===== src/ffba_pkg.sv =====
package ffba_pkg;

   localparam int ID_W    = 8;
   localparam int NEED_W  = 7;
   localparam int START_W = 6;

   localparam logic CMD_ALLOC = 1'b0;
   localparam logic CMD_FREE  = 1'b1;

   typedef struct packed {
      logic              cmd;
      logic [ID_W-1:0]   proc_id;
      logic [NEED_W-1:0] req_blocks;
   } req_type;

   typedef struct packed {
      logic               ok;
      logic [START_W-1:0] start_block;
      logic               compacted;
   } rsp_type;

   // one map entry: free flag and owner id (owner meaningful only when not free)
   typedef struct packed {
      logic            free;
      logic [ID_W-1:0] owner;
   } entry_type;

   typedef enum logic [2:0] {
      ST_CLEAR,
      ST_IDLE,
      ST_FREE,
      ST_SRCH,
      ST_MARK,
      ST_CMPT,
      ST_FILL,
      ST_RESP
   } state_type;

endpackage


===== src/ffba_map.sv =====
module ffba_map #(
   parameter int DEPTH = 64,
   parameter int AW    = 6
) (
   input  logic                clock,
   input  logic                we,
   input  logic [AW-1:0]       waddr,
   input  ffba_pkg::entry_type wdata,
   input  logic [AW-1:0]       raddr,
   output ffba_pkg::entry_type rdata
);
   import ffba_pkg::*;

   entry_type mem_ff [DEPTH];
   entry_type rdata_ff;

   always_ff @(posedge clock) begin
      if (we) begin
         mem_ff[waddr] <= wdata;
      end
      rdata_ff <= mem_ff[raddr];
   end

   assign rdata = rdata_ff;

endmodule


===== src/first_fit_block_allocator_top.sv =====
// Channel   Dir  Handshake            Payload
// req_      in   req_valid/req_stall  cmd, proc_id, req_blocks
// rsp_      out  rsp_valid/rsp_stall  ok, start_block, compacted
//
// One item at a time; the map memory is read one block per cycle through a
// single read port during the free, search and compaction scans.
// Free: one scan releases the caller's blocks. Allocate: a first-fit search,
// then a mark pass on a hit; on a miss, compaction and a fill pass, then a
// second search (fill pass shrinks as blocks are owned).
// After reset a clearing pass marks every block free; req_stall
// stays high until it ends. The result waits in an output register, so a
// stalled rsp_ only delays the hand-off of the next finished item.
module first_fit_block_allocator_top #(
   parameter int NUM_BLOCKS = 64
) (
   input  logic              clock,
   input  logic              reset,
   input  logic              req_valid,
   output logic              req_stall,
   input  ffba_pkg::req_type req_data,
   output logic              rsp_valid,
   input  logic              rsp_stall,
   output ffba_pkg::rsp_type rsp_data
);
   import ffba_pkg::*;

   localparam int AW = (NUM_BLOCKS > 1) ? $clog2(NUM_BLOCKS) : 1;
   localparam int CW = $clog2(NUM_BLOCKS + 1);
   localparam int LW = (CW > NEED_W) ? CW : NEED_W;
   localparam logic [AW-1:0] LAST  = AW'(NUM_BLOCKS - 1);
   localparam logic [CW-1:0] NBLKS = CW'(NUM_BLOCKS);

   state_type state_ff, state_in;

   // scan engine: read issue index, returned-data index and flags
   logic [AW-1:0]     idx_ff, idx_in;
   logic              iss_ff, iss_in;
   logic              dv_ff, dv_in;
   logic [AW-1:0]     didx_ff, didx_in;
   // run counter and start / compaction write pointer / mark pointer and count
   logic [CW-1:0]     run_ff, run_in;
   logic [AW-1:0]     first_ff, first_in;
   logic [CW-1:0]     wptr_ff, wptr_in;
   logic [AW-1:0]     mptr_ff, mptr_in;
   logic [CW-1:0]     mcnt_ff, mcnt_in;
   // item being worked on
   logic              cmd_ff, cmd_in;
   logic [ID_W-1:0]   id_ff, id_in;
   logic [NEED_W-1:0] need_ff, need_in;
   logic              cmp_ff, cmp_in;
   logic              ok_ff, ok_in;
   logic [AW-1:0]     start_ff, start_in;
   // output register
   logic              rsp_valid_ff, rsp_valid_in;
   rsp_type           rsp_ff, rsp_in;

   // map port
   logic              we;
   logic [AW-1:0]     waddr;
   entry_type         wdata;
   entry_type         rdata;

   logic              scan_end;
   logic [CW-1:0]     run_next;
   logic              hit;
   logic              rsp_load;

   ffba_map #(.DEPTH(NUM_BLOCKS), .AW(AW)) u_map (
      .clock (clock),
      .we    (we),
      .waddr (waddr),
      .wdata (wdata),
      .raddr (idx_ff),
      .rdata (rdata)
   );

   assign scan_end = !iss_ff && !dv_ff;
   assign run_next = run_ff + 1'b1;
   assign hit      = (state_ff == ST_SRCH) && dv_ff && rdata.free &&
                     (LW'(run_next) == LW'(need_ff));
   assign rsp_load = !rsp_valid_ff || !rsp_stall;

   // next state
   always_comb begin
      state_in = state_ff;
      case (state_ff)
         ST_CLEAR: begin
            if (idx_ff == LAST) state_in = ST_IDLE;
         end
         ST_IDLE: begin
            if (req_valid) state_in = (req_data.cmd == CMD_FREE) ? ST_FREE : ST_SRCH;
         end
         ST_FREE: begin
            if (scan_end) state_in = ST_RESP;
         end
         ST_SRCH: begin
            if (hit) state_in = ST_MARK;
            else if (scan_end) state_in = cmp_ff ? ST_RESP : ST_CMPT;
         end
         ST_MARK: begin
            if (mcnt_ff == CW'(1)) state_in = ST_RESP;
         end
         ST_CMPT: begin
            if (scan_end) state_in = ST_FILL;
         end
         ST_FILL: begin
            if (wptr_ff == NBLKS) state_in = ST_SRCH;
         end
         ST_RESP: begin
            if (rsp_load) state_in = ST_IDLE;
         end
         default: state_in = ST_CLEAR;
      endcase
   end

   // datapath and map writes
   always_comb begin
      idx_in       = idx_ff;
      iss_in       = iss_ff;
      dv_in        = 1'b0;
      didx_in      = idx_ff;
      run_in       = run_ff;
      first_in     = first_ff;
      wptr_in      = wptr_ff;
      mptr_in      = mptr_ff;
      mcnt_in      = mcnt_ff;
      cmd_in       = cmd_ff;
      id_in        = id_ff;
      need_in      = need_ff;
      cmp_in       = cmp_ff;
      ok_in        = ok_ff;
      start_in     = start_ff;
      rsp_valid_in = rsp_valid_ff && rsp_stall;
      rsp_in       = rsp_ff;
      we           = 1'b0;
      waddr        = idx_ff;
      wdata.free   = 1'b1;
      wdata.owner  = id_ff;

      // read issue for every scanning state
      if (state_ff == ST_FREE || state_ff == ST_SRCH || state_ff == ST_CMPT) begin
         dv_in = iss_ff;
         if (iss_ff) begin
            if (idx_ff == LAST) iss_in = 1'b0;
            else idx_in = idx_ff + 1'b1;
         end
      end

      case (state_ff)
         ST_CLEAR: begin
            we     = 1'b1;
            waddr  = idx_ff;
            idx_in = idx_ff + 1'b1;
         end
         ST_IDLE: begin
            if (req_valid) begin
               cmd_in   = req_data.cmd;
               id_in    = req_data.proc_id;
               need_in  = req_data.req_blocks;
               cmp_in   = 1'b0;
               ok_in    = (req_data.cmd == CMD_FREE);
               start_in = '0;
               idx_in   = '0;
               iss_in   = 1'b1;
               run_in   = '0;
            end
         end
         ST_FREE: begin
            if (dv_ff && !rdata.free && rdata.owner == id_ff) begin
               we          = 1'b1;
               waddr       = didx_ff;
               wdata.free  = 1'b1;
               wdata.owner = rdata.owner;
            end
         end
         ST_SRCH: begin
            if (dv_ff) begin
               if (rdata.free) begin
                  if (run_ff == '0) first_in = didx_ff;
                  run_in = run_next;
                  if (hit) begin
                     iss_in   = 1'b0;
                     dv_in    = 1'b0;
                     mptr_in  = (run_ff == '0) ? didx_ff : first_ff;
                     start_in = (run_ff == '0) ? didx_ff : first_ff;
                     mcnt_in  = run_next;
                     ok_in    = 1'b1;
                  end
               end else begin
                  run_in = '0;
               end
            end else if (scan_end && !cmp_ff) begin
               cmp_in  = 1'b1;
               idx_in  = '0;
               iss_in  = 1'b1;
               wptr_in = '0;
            end
         end
         ST_MARK: begin
            we          = 1'b1;
            waddr       = mptr_ff;
            wdata.free  = 1'b0;
            wdata.owner = id_ff;
            mptr_in     = mptr_ff + 1'b1;
            mcnt_in     = mcnt_ff - 1'b1;
         end
         ST_CMPT: begin
            // owned blocks slide down to the write pointer, order kept
            if (dv_ff && !rdata.free) begin
               we          = 1'b1;
               waddr       = wptr_ff[AW-1:0];
               wdata.free  = 1'b0;
               wdata.owner = rdata.owner;
               wptr_in     = wptr_ff + 1'b1;
            end
         end
         ST_FILL: begin
            if (wptr_ff != NBLKS) begin
               we      = 1'b1;
               waddr   = wptr_ff[AW-1:0];
               wptr_in = wptr_ff + 1'b1;
            end else begin
               idx_in = '0;
               iss_in = 1'b1;
               run_in = '0;
            end
         end
         ST_RESP: begin
            if (rsp_load) begin
               rsp_valid_in       = 1'b1;
               rsp_in.ok          = ok_ff;
               rsp_in.start_block = ok_ff ? START_W'(start_ff) : '0;
               rsp_in.compacted   = cmp_ff;
            end
         end
         default: begin
         end
      endcase
   end

   always_ff @(posedge clock) begin
      if (reset) begin
         state_ff     <= ST_CLEAR;
         idx_ff       <= '0;
         iss_ff       <= 1'b0;
         dv_ff        <= 1'b0;
         rsp_valid_ff <= 1'b0;
      end else begin
         state_ff     <= state_in;
         idx_ff       <= idx_in;
         iss_ff       <= iss_in;
         dv_ff        <= dv_in;
         rsp_valid_ff <= rsp_valid_in;
      end
   end

   always_ff @(posedge clock) begin
      didx_ff  <= didx_in;
      run_ff   <= run_in;
      first_ff <= first_in;
      wptr_ff  <= wptr_in;
      mptr_ff  <= mptr_in;
      mcnt_ff  <= mcnt_in;
      cmd_ff   <= cmd_in;
      id_ff    <= id_in;
      need_ff  <= need_in;
      cmp_ff   <= cmp_in;
      ok_ff    <= ok_in;
      start_ff <= start_in;
      rsp_ff   <= rsp_in;
   end

   assign req_stall = (state_ff != ST_IDLE);
   assign rsp_valid = rsp_valid_ff;
   assign rsp_data  = rsp_ff;

   // an accepted item blocks the input until its result is in the output register
   a_busy_after_accept: assert property (@(posedge clock) disable iff (reset)
      req_valid && !req_stall |=> req_stall)
      else $error("input not stalled after accept");

   // a new result only comes from the result state
   a_rsp_from_resp: assert property (@(posedge clock) disable iff (reset)
      $rose(rsp_valid) |-> $past(state_ff == ST_RESP))
      else $error("result raised outside result state");

   // compaction never writes ahead of the block being read
   a_cmpt_order: assert property (@(posedge clock) disable iff (reset)
      state_ff == ST_CMPT && dv_ff |-> wptr_ff <= CW'(didx_ff))
      else $error("compaction write pointer passed read index");

   // mark phase always has at least one block left to claim
   a_mark_count: assert property (@(posedge clock) disable iff (reset)
      state_ff == ST_MARK |-> mcnt_ff != '0)
      else $error("mark phase with empty count");

   // free command results never report compaction
   a_free_no_cmp: assert property (@(posedge clock) disable iff (reset)
      state_ff == ST_RESP && cmd_ff == CMD_FREE |-> ok_ff && !cmp_ff)
      else $error("free result with wrong flags");

endmodule

===== config.mk =====
export PLATFORM = sky130hd
export DESIGN_NAME = first_fit_block_allocator_top
export DESIGN_NICKNAME = d
export VERILOG_FILES = /design/src/ffba_pkg.sv /design/src/ffba_map.sv /design/src/first_fit_block_allocator_top.sv
export SDC_FILE = /design/constraint.sdc
export NUM_CORES = 1
export LEC_CHECK = 0
export BUFFER_PORTS_ARGS = -buffer_cell sky130_fd_sc_hd__buf_4
export CAP_MARGIN = 10
export CORE_MARGIN = 2
export CORE_UTILIZATION = 55
export CTS_CLUSTER_SIZE = 30
export DETAILED_ROUTE_END_ITERATION = 16
export HOLD_SLACK_MARGIN = 0.12
export PLACE_DENSITY = 0.69
export SLEW_MARGIN = 20
export SYNTH_ARGS = -nofsm -noshare
export SYNTH_HDL_FRONTEND = slang
export SYNTH_SLANG_ARGS = --single-unit

===== constraint.sdc =====
create_clock -name clock -period 5.65 [get_ports clock]
set_clock_uncertainty 0.05 [all_clocks]
set_input_delay 0.2825 -clock clock [delete_from_list [all_inputs] [get_ports clock]]
set_output_delay 0.2825 -clock clock [all_outputs]
set_load 0.03 [all_outputs]

# Yosys cells after proc, flatten, opt, wreduce, memory -nomap -nowiden
# Memories as Yosys holds them, arrays and structs flattened. A register that Yosys moved wholly into a read port is not among the register bits.
# Index checks and enable logic that the tools add are counted.
classes:
  add_sub_neg: 5
  n_eq_ne: 30
  mux: 80
  reduce_logical: 33
ops:
  columns: ["cell", "count"]
  rows:
  - ["6-bit two-way mux", 15]
  - ["7-bit two-way mux", 11]
  - ["6-bit case mux with 4 select lines", 2]
  - ["7-bit case mux with 3 select lines", 2]
  - ["1-bit two-way mux", 29]
  - ["3-bit two-way mux", 9]
  - ["9-bit case mux with 3 select lines", 1]
  - ["2-bit != test, second input constant", 12]
  - ["3-bit case mux with 8 select lines", 1]
  - ["6-bit case mux with 2 select lines", 2]
  - ["7-bit by 1-bit adder with 7-bit output, second input constant", 2]
  - ["7-bit case mux with 2 select lines", 1]
  - ["6-bit by 1-bit adder with 6-bit output, second input constant", 2]
  - ["3-bit equality test, second input constant", 4]
  - ["4-bit AND reduction", 3]
  - ["5-bit AND reduction", 2]
  - ["9-bit two-way mux", 1]
  - ["8-bit equality test", 1]
  - ["1-bit logical AND", 8]
  - ["8-bit two-way mux", 1]
  - ["8-bit AND reduction", 1]
  - ["7-bit by 1-bit equality test with 1-bit output, second input constant", 1]
  - ["7-bit equality test", 1]
  - ["7-bit equality test, second input constant", 1]
  - ["21 further kinds", 35]
totals:
  reg_bits: 82
  mem_bits_rw: 576
  in_bits: 20
  word_cells: 168
  memories: 1
mem_list:
  columns: ["memory", "words", "word_bits", "rd", "rd_clocked_by_memory_dff", "wr", "line_no", "text"]
  rows:
  - ["u_map.mem_ff", 64, 9, 1, 1, 1, "ffba_map.sv:14", "entry_type mem_ff [DEPTH];"]

# Logic depth before layout (Yosys ltp)
# Gate-level depths: netlist of run 1.
logic_depth:
  depth_word: 8
  mapped_depth: 11
  ltp_nobuf: 9

# Hierarchy
# Synthesis of run 1 repeated with hierarchy kept, for this count alone.
unflattened:
  cells_unflattened: 1503
  hier_area_um2: 27380.0
modules_own_cells:
  columns: ["mod", "instances", "cells_each", "area_each_um2", "seq_area_each_um2"]
  rows:
  - ["ffba_map", 1, 1063, 22856.9, 17476.8]
  - ["first_fit_block_allocator_top", 1, 440, 4523.1, 2282.2]

# Worst setup path before layout of run 1
# OpenSTA, ideal clock, no wires.
synth_timing:
  path_kind: "flip-flop to flip-flop"
  start: "register state_ff[1]"
  end: "memory u_map.mem_ff[0][0] in the netlist's numbering (data pin)"
  setup_time_ps: 702
  arrival_time_ps: 4016
  t_required_ps: 4898
  setup_slack_ps: 883
  stages_incl_launch_ff: 8
  n_path_buf: 2
  period_less_slack_ps: 4767
  cell_sequence: "dfxtp_1 > buf_2 > and2b_4 > nand2_1 > nor4_4 > a31oi_1 > clkbuf_1 > o21ai_0"
synth_lines:
  columns: ["element", "line_no", "text"]
  rows:
  - ["start: declaration", "first_fit_block_allocator_top.sv:33", "state_type state_ff, state_in;"]
  - ["start signal: assignment", "first_fit_block_allocator_top.sv:249", "state_ff <= state_in;"]
  - ["end: declaration", "ffba_map.sv:14", null]

# Worst setup path after layout of run 1
layout_timing:
  start: "register state_ff[1]"
  end: "memory u_map.mem_ff[13][7] in the netlist's numbering (enable)"
layout_between:
  elab_chain_len: 5
  word_cells_on_any_way: 10
  classes_between: "4 x eq/ne; 4 x mux; 2 x reduce/logical"
layout_rtl:
  columns: ["element", "line_no", "text"]
  rows:
  - ["3-bit equality test or 3-bit zero test (tied branches)", "first_fit_block_allocator_top.sv:149", "case (state_ff)"]
  - ["2-bit OR reduction (no source line)", null, null]
  - ["1-bit case mux with 4 select lines", "first_fit_block_allocator_top.sv:149", null]
  - ["1-bit two-way mux", "ffba_map.sv:18", "if (we) begin"]
  - ["1-bit two-way mux (implied by the code)", "ffba_map.sv:19", "mem_ff[waddr] <= wdata;"]
# Several ways; a longest one is shown, not always the timed one.

==> impl_results.md, run 1 <==
* Nets at 1434
* Top_reg_cell synth: edfxtp_1
* # resized after CTS at 0
* Routed length per instance at 27.6 um
* CTS tree: done
* Leak at 9.44 nW
* Pwr/cell area at 454 nW/um^2
* # Post-CTS Setup Buffers at 0
* Max-slew violations at 0
* Maximum buffer depth of the clock tree at 3
* Count of cell types in the netlist at 71
* Max_cap viols at 0
* Post-Syn Instances at 1335
* Final Wtd Congestion at 0.855
* GRT Total Usage at 23.6%
* Final core area utilization at 63.2%
* Hold wc startpoint: req_data[2]
* Routed wire length at 57.3 mm
* Initial antenna violation count at 0
* I/O Buffers at 29
* Clock Sinks at 667
* Status: finished, final reports clean
* Final setup vio count at 0
* Relative max-transition margin at 21.7%
* Fin. Hold Viols at 0
* Antenna cells at 0
* Via count at 13.2k
* DR pass1 iterations at 7
* Synthesis Warnings at 0
* Largest net degree at the start of global routing at 110
* Filler cells at 3185
* Worst reg2reg startpoint: state_ff[1]$_SDFFE_PP0P_
* Seq/Total Area, Yosys at 73.8%
* Startpoint types: register
* Register area at 19800 um^2
* DR iter-0 viols at 1552
* Setup ws final at 1.31 ns
* Syn Nets at 1363
* Worst-skew pair later-pin latency at 0.61 ns
* Final ANT Viol Nets at 0
* Clock Pin Slew Worst Setup and Hold Paths at 0.06 ns
* Overall power at 13.7 mW
* Boundary Pins at 30
* First-pass GRT wire length at 86.1 mm
* H-tree lvl count at 3
* Crit path time final at 4.34 ns
* Async SR Flop Fraction at 0%
* Gr ovfl total at 0
* Drt via density at 6.36
* Multi-input gate area at 6740 um^2
* Seq cells post-synth at 667
* Final TNS setup at 0 ns
* Maximum VDD drop at 359 uV
* Hold Path Class: input port to register
* Crit Path Class: register to register
* Dpl hpwl at 35.7 mm
* Worst-Margin Slew at 1.17 ns
* CP Max Fanout at 26
* Mean Syn Cell Area at 20.0 um^2
* Root buf cell: clkbuf_16
* CP Launch Point: state_ff[1]$_SDFFE_PP0P_
* Worst EP arrival at 4.51 ns
* FP Rows at 80
* Layout cell share with drive strength beyond 1 at 26.1%
* Core area at 47800 um^2
* Post-Syn Area at 26800 um^2
* Max Clk Rate at 230 MHz
* RSZ-0062 raised after global routing: no
* Post-place setup slack at 1.45 ns
* Worst EP required at 5.82 ns
* Period utilization at 76.8%
* Die area at 50400 um^2
* Die width at 225 um
* Initial Utilization at 55.9%
* CTS buffer count at 69
* Die H at 225 um
* Area Overhead vs Synth at 13.0%
* Setup crit end kind: register
* Number of synthesized flops with an enable pin at 640
* DRC at 0
* Number of global-route vias before repair at 13.1k
## cell usage after synthesis, types with 5 or more instances
cell,instances,share of area (%)
nor2_1,106,1.5
nand4_1,5,0.12
o21ai_0,19,0.36
and2_1,7,0.16
xor2_1,13,0.43
edfxtp_1,640,72
nand3b_1,5,0.14
a21oi_1,20,0.37
nand2_1,44,0.62
nor3_2,6,0.22
and3_1,5,0.12
mux2i_1,10,0.37
buf_1,11,0.15
dfxtp_1,27,2.0
inv_1,20,0.28
nor3_1,6,0.11
buf_2,19,0.36
nand3_1,22,0.41
a31oi_1,6,0.14
ha_1,8,0.37
xnor2_1,19,0.62
clkbuf_1,41,0.58
a222oi_1,5,0.19
mux4_2,189,16
## cell families (layout without fill, tap and decap cells)
family | after synthesis | after routing | share of synthesized area, %
and+or+nand+nor | 245 | 245 | 4.57
xor gates and xnor gates | 33 | 33 | 1.13
buffers and inverters | 91 | 218 | 1.37
DFF | 667 | 667 | 73.8
muxes | 200 | 200 | 16.3
AOI/OAI and AO/OA | 91 | 91 | 2.40
adders and majority gates | 8 | 8 | 0.374
## repair_timing
item                                    CTS  global route
hold buffers                             19             0
endpoints found under the setup margin    0             0
hold endpoints to repair                 29             0
## flip-flops by register name, summed over array words and instances, names as in the netlist, 3 cells and up
| name | cells |
|---|---|
| rsp_data | 8 |
| first_ff | 6 |
| id_ff | 8 |
| start_ff | 6 |
| u_map.rdata | 9 |
| state_ff | 3 |
| didx_in | 6 |
| mptr_ff | 6 |
| mcnt_ff | 7 |
| run_ff | 7 |
| need_ff | 7 |
| didx_ff | 6 |
| u_map.mem_ff | 576 |
| wptr_ff | 7 |
## worst paths after layout
path / endpoint / cells after the start / slack [ns]
setup reg to reg: u_map.mem_ff[13][7]$_DFFE_PP_ / 7 / 1.31
setup / recovery: u_map.mem_ff[13][7]$_DFFE_PP_ / 7 / 1.31
hold / removal: need_ff[2]$_DFFE_PP_ / 2 / 0.37
hold reg to reg: rsp_data[0]$_DFFE_PP_ / 0 / 0.46
## cells in the final DEF (no fill, tap or decap), types with 9 or more instances in the layout
master / n
dfxtp_1: 23
xnor2_1: 19
inv_1: 20
mux4_2: 189
nand2_1: 44
clkbuf_1: 10
nand3_1: 22
o21ai_0: 11
bufinv_16: 9
mux2i_1: 10
xor2_1: 13
clkbuf_16: 71
a21oi_1: 20
nor2_1: 105
dlygate4sd3_1: 19
clkinv_2: 9
edfxtp_1: 640
buf_4: 49
clkinv_1: 18
## layout make-up
| type | instances | area share (%) |
|---|---|---|
| clock inverters | 46 | 1.54 |
| well taps | 615 | 2.54 |
| inverters | 20 | 0.248 |
| clock buffers | 81 | 6.00 |
| multi-input cells | 577 | 22.3 |
| flip-flops and latches | 667 | 65.4 |
| repair buffers | 71 | 2.04 |
## power by group
part,leakage (nW),internal [mW],total [mW],switching (mW)
clock,1.11,2.72,4.55,1.83
sequential,5.97,5.81,6.13,0.312
combinational,2.35,1.38,3.04,1.66
total,9.44,9.92,13.7,3.80
## worst max-delay path, stage by stage, from the launching register on
cell,delay [ns]
dfxtp_1,0.83
nor3b_1,0.22
and2_1,0.23
o21a_1,0.24
a222oi_1,0.33
a21boi_2,0.57
or4b_1,0.72
nor2_1,0.78
## metrics by stage
stage	area, um^2	hold slack, ns	instances
after floorplan	26800	0.279	1335
after global placement	27800	0.413	1931
after detailed placement	27800	0.412	1931
after CTS	30200	0.328	2077
after global routing	30200	0.352	2077
final	30200	0.365	2077
## routing by layer
metal	global-route usage (%)	routed length, um
met1	35.4	24800
met2	35.8	26900
met3	4.70	4310
met4	6.73	1350
met5	0	0
No activity file was read; power rests on OpenSTA's default activity.
==> run 2, diff against run 1 <==
Clock period 5.65 ns to 4.3 ns, I/O delays scaled along.
==> run 2 against run 1 <==
Compared with the run above: sequential share of layout area decreased by 0.86 points; via count is 2.1% higher; global-route usage increased by 0.65 points; hold slack lost 0.088 ns; register-to-register slack got worse by 0.78 ns; critical path type unchanged; critical endpoint is now u_map.mem_ff[22][3]$_DFFE_PP_; highest routed layer unchanged.
==> impl_results.md, run 2 (same netlist as run 1, synthesis figures left out) <==
* First-pass GRT wire length at 88.0 mm
* Leading cell type in the layout, fill and taps excluded: edfxtp_1
* Max_cap viols at 0
* DRC at 0
* Worst reg2reg startpoint: wptr_ff[0]$_SDFFCE_PP0P_
* DR pass1 iterations at 5
* GRT Total Usage at 24.2%
* Area Overhead vs Synth at 14.5%
* Max reg flops at 576
* Layout cell share with drive strength beyond 1 at 28.6%
* CTS tree: done
* Via count at 13.5k
* Routed wire length at 59.0 mm
* Crit Path Class: register to register
* Largest net degree at the start of global routing at 85
* Gr ovfl total at 0
* Die H at 225 um
* CTS buffer count at 69
* Reg2Reg Setup Slack at 0.52 ns
* Clock Sinks at 667
* Final TNS setup at 0 ns
* Fin. Hold Viols at 0
* Maximum buffer depth of the clock tree at 3
* Startpoint types: register
* Maximum VDD drop at 437 uV
* I/O Buffers at 29
* Drt via density at 6.30
* Antenna cells at 0
* Setup crit end kind: register
* Initial Utilization at 55.9%
* End of the worst register-to-register path: u_map.mem_ff[22][3]$_DFFE_PP_
* # resized after CTS at 0
* Nets at 1500
* CP Max Fanout at 15
* Worst-skew pair later-pin latency at 0.61 ns
* Die width at 225 um
* Final Wtd Congestion at 0.878
* Hold Path Class: input port to register
* Max-slew violations at 0
* Most frequent cells in the layout: edfxtp_1, mux4_2, buf_4, nor2_1, clkbuf_16
* Hold WS at 0.277 ns
* Filler cells at 3174
* Die area at 50400 um^2
* Final setup vio count at 0
* Cell count of the worst reg-to-reg path at 9
* Hold wc startpoint: req_data[8]
* Leak at 9.74 nW
* FP Rows at 80
* Worst hold stages at 2
* Root buf cell: clkbuf_16
* Worst EP required at 4.47 ns
* Worst-Margin Slew at 0.890 ns
* Clock Pin Slew Worst Setup and Hold Paths at 0.06 ns
* Number of global-route vias before repair at 13.5k
* Boundary Pins at 30
* H-tree lvl count at 3
* # hold bufs at CTS at 19
* DR iter-0 viols at 1668
* Cells after DPL at 1997
* Crit path time final at 3.78 ns
* Largest register by flop count: u_map.mem_ff
* Status: finished, final reports clean
* Worst EP arrival at 3.95 ns
* Pwr/cell area at 579 nW/um^2
* Routed length per instance at 27.6 um
* Initial antenna violation count at 0
* Period utilization at 87.8%
* Relative max-transition margin at 39.1%
* Final ANT Viol Nets at 0
* # Post-CTS Setup Buffers at 0
* Non-filler instance count after layout at 2141
* RSZ-0062 raised after global routing: no
* Worst hold endpoint: id_ff[1]$_DFFE_PP_
* Max Clk Rate at 265 MHz
* Dpl hpwl at 36.2 mm
* Core area at 47800 um^2
==> run 2: cell count changes in the layout (fill, tap and decap cells not counted) <==
cell        delta
buf_12         +9
clkbuf_8       +2
buf_4         +57
clkbuf_1       +8
clkinv_8       +2
inv_6          -4
clkinv_2       +1
clkinvlp_4     -3
bufinv_16      -8
==> run 2: layout make-up <==
type,instances,area (um^2),share of cell area (%)
Sequential cell,667,19800,64.5
Tap cell,615,769,2.51
Timing Repair Buffer,137,1230,4.00
Clock buffer,91,1870,6.11
Clock inverter,34,206,0.673
Multi-Input combinational cell,577,6740,22.0
Inverter,20,75.1,0.245
==> run 2: how the worst max path moves through the flow <==
stage | start | endpoint | slack, ns
2_1_floorplan | state_ff[1]$_SDFFE_PP0P_ | u_map.mem_ff[0][0]$_DFFE_PP_ | -0.47
3_3_place_gp | wptr_ff[0]$_SDFFCE_PP0P_ | u_map.mem_ff[22][2]$_DFFE_PP_ | 0.63
3_5_place_dp | wptr_ff[0]$_SDFFCE_PP0P_ | u_map.mem_ff[22][2]$_DFFE_PP_ | 0.59
4_1_cts | wptr_ff[0]$_SDFFCE_PP0P_ | u_map.mem_ff[36][6]$_DFFE_PP_ | 0.53
5_1_grt | wptr_ff[0]$_SDFFCE_PP0P_ | u_map.mem_ff[22][3]$_DFFE_PP_ | 0.26
6_report | wptr_ff[0]$_SDFFCE_PP0P_ | u_map.mem_ff[22][3]$_DFFE_PP_ | 0.52
==> run 2: through the flow <==
step / util [%] / instance area [um^2] / total power [mW] / worst slack (ns)
floorplan: - / 26800 / 10.9 / -0.467
global placement: 59.3 / 28400 / 12.3 / 0.635
detailed placement: 59.3 / 28400 / 12.4 / 0.585
CTS: 64.1 / 30700 / 17.9 / 0.527
global route: 64.1 / 30700 / 18.4 / 0.261
finish: 64.1 / 30700 / 17.7 / 0.525
==> run 2: worst max-delay path, stage by stage, from the launching register on <==
cell      delay (ns)
edfxtp_1        0.46
inv_1           0.09
ha_1            0.14
and4bb_2        0.28
a21boi_1        0.08
o21a_1          0.27
a222oi_1        0.25
a21boi_2        0.55
or4b_1          0.56
nor2_1          0.65
==> run 2: power by group <==
part           internal (mW)  switching (mW)
combinational           1.92            2.43
sequential              7.63           0.250
clock                   3.13            2.37
total                   12.7            5.06
==> run 2: routing by layer <==
| layer | wire length (um) | GRT usage, % | vias up |
|---|---|---|---|
| li1 | - | - | 5756 |
| met1 | 24900 | 35.2 | 7029 |
| met2 | 27200 | 36.2 | 610 |
| met3 | 5040 | 5.71 | 97 |
| met4 | 1940 | 9.40 | 0 |
| met5 | 0 | 0 | - |
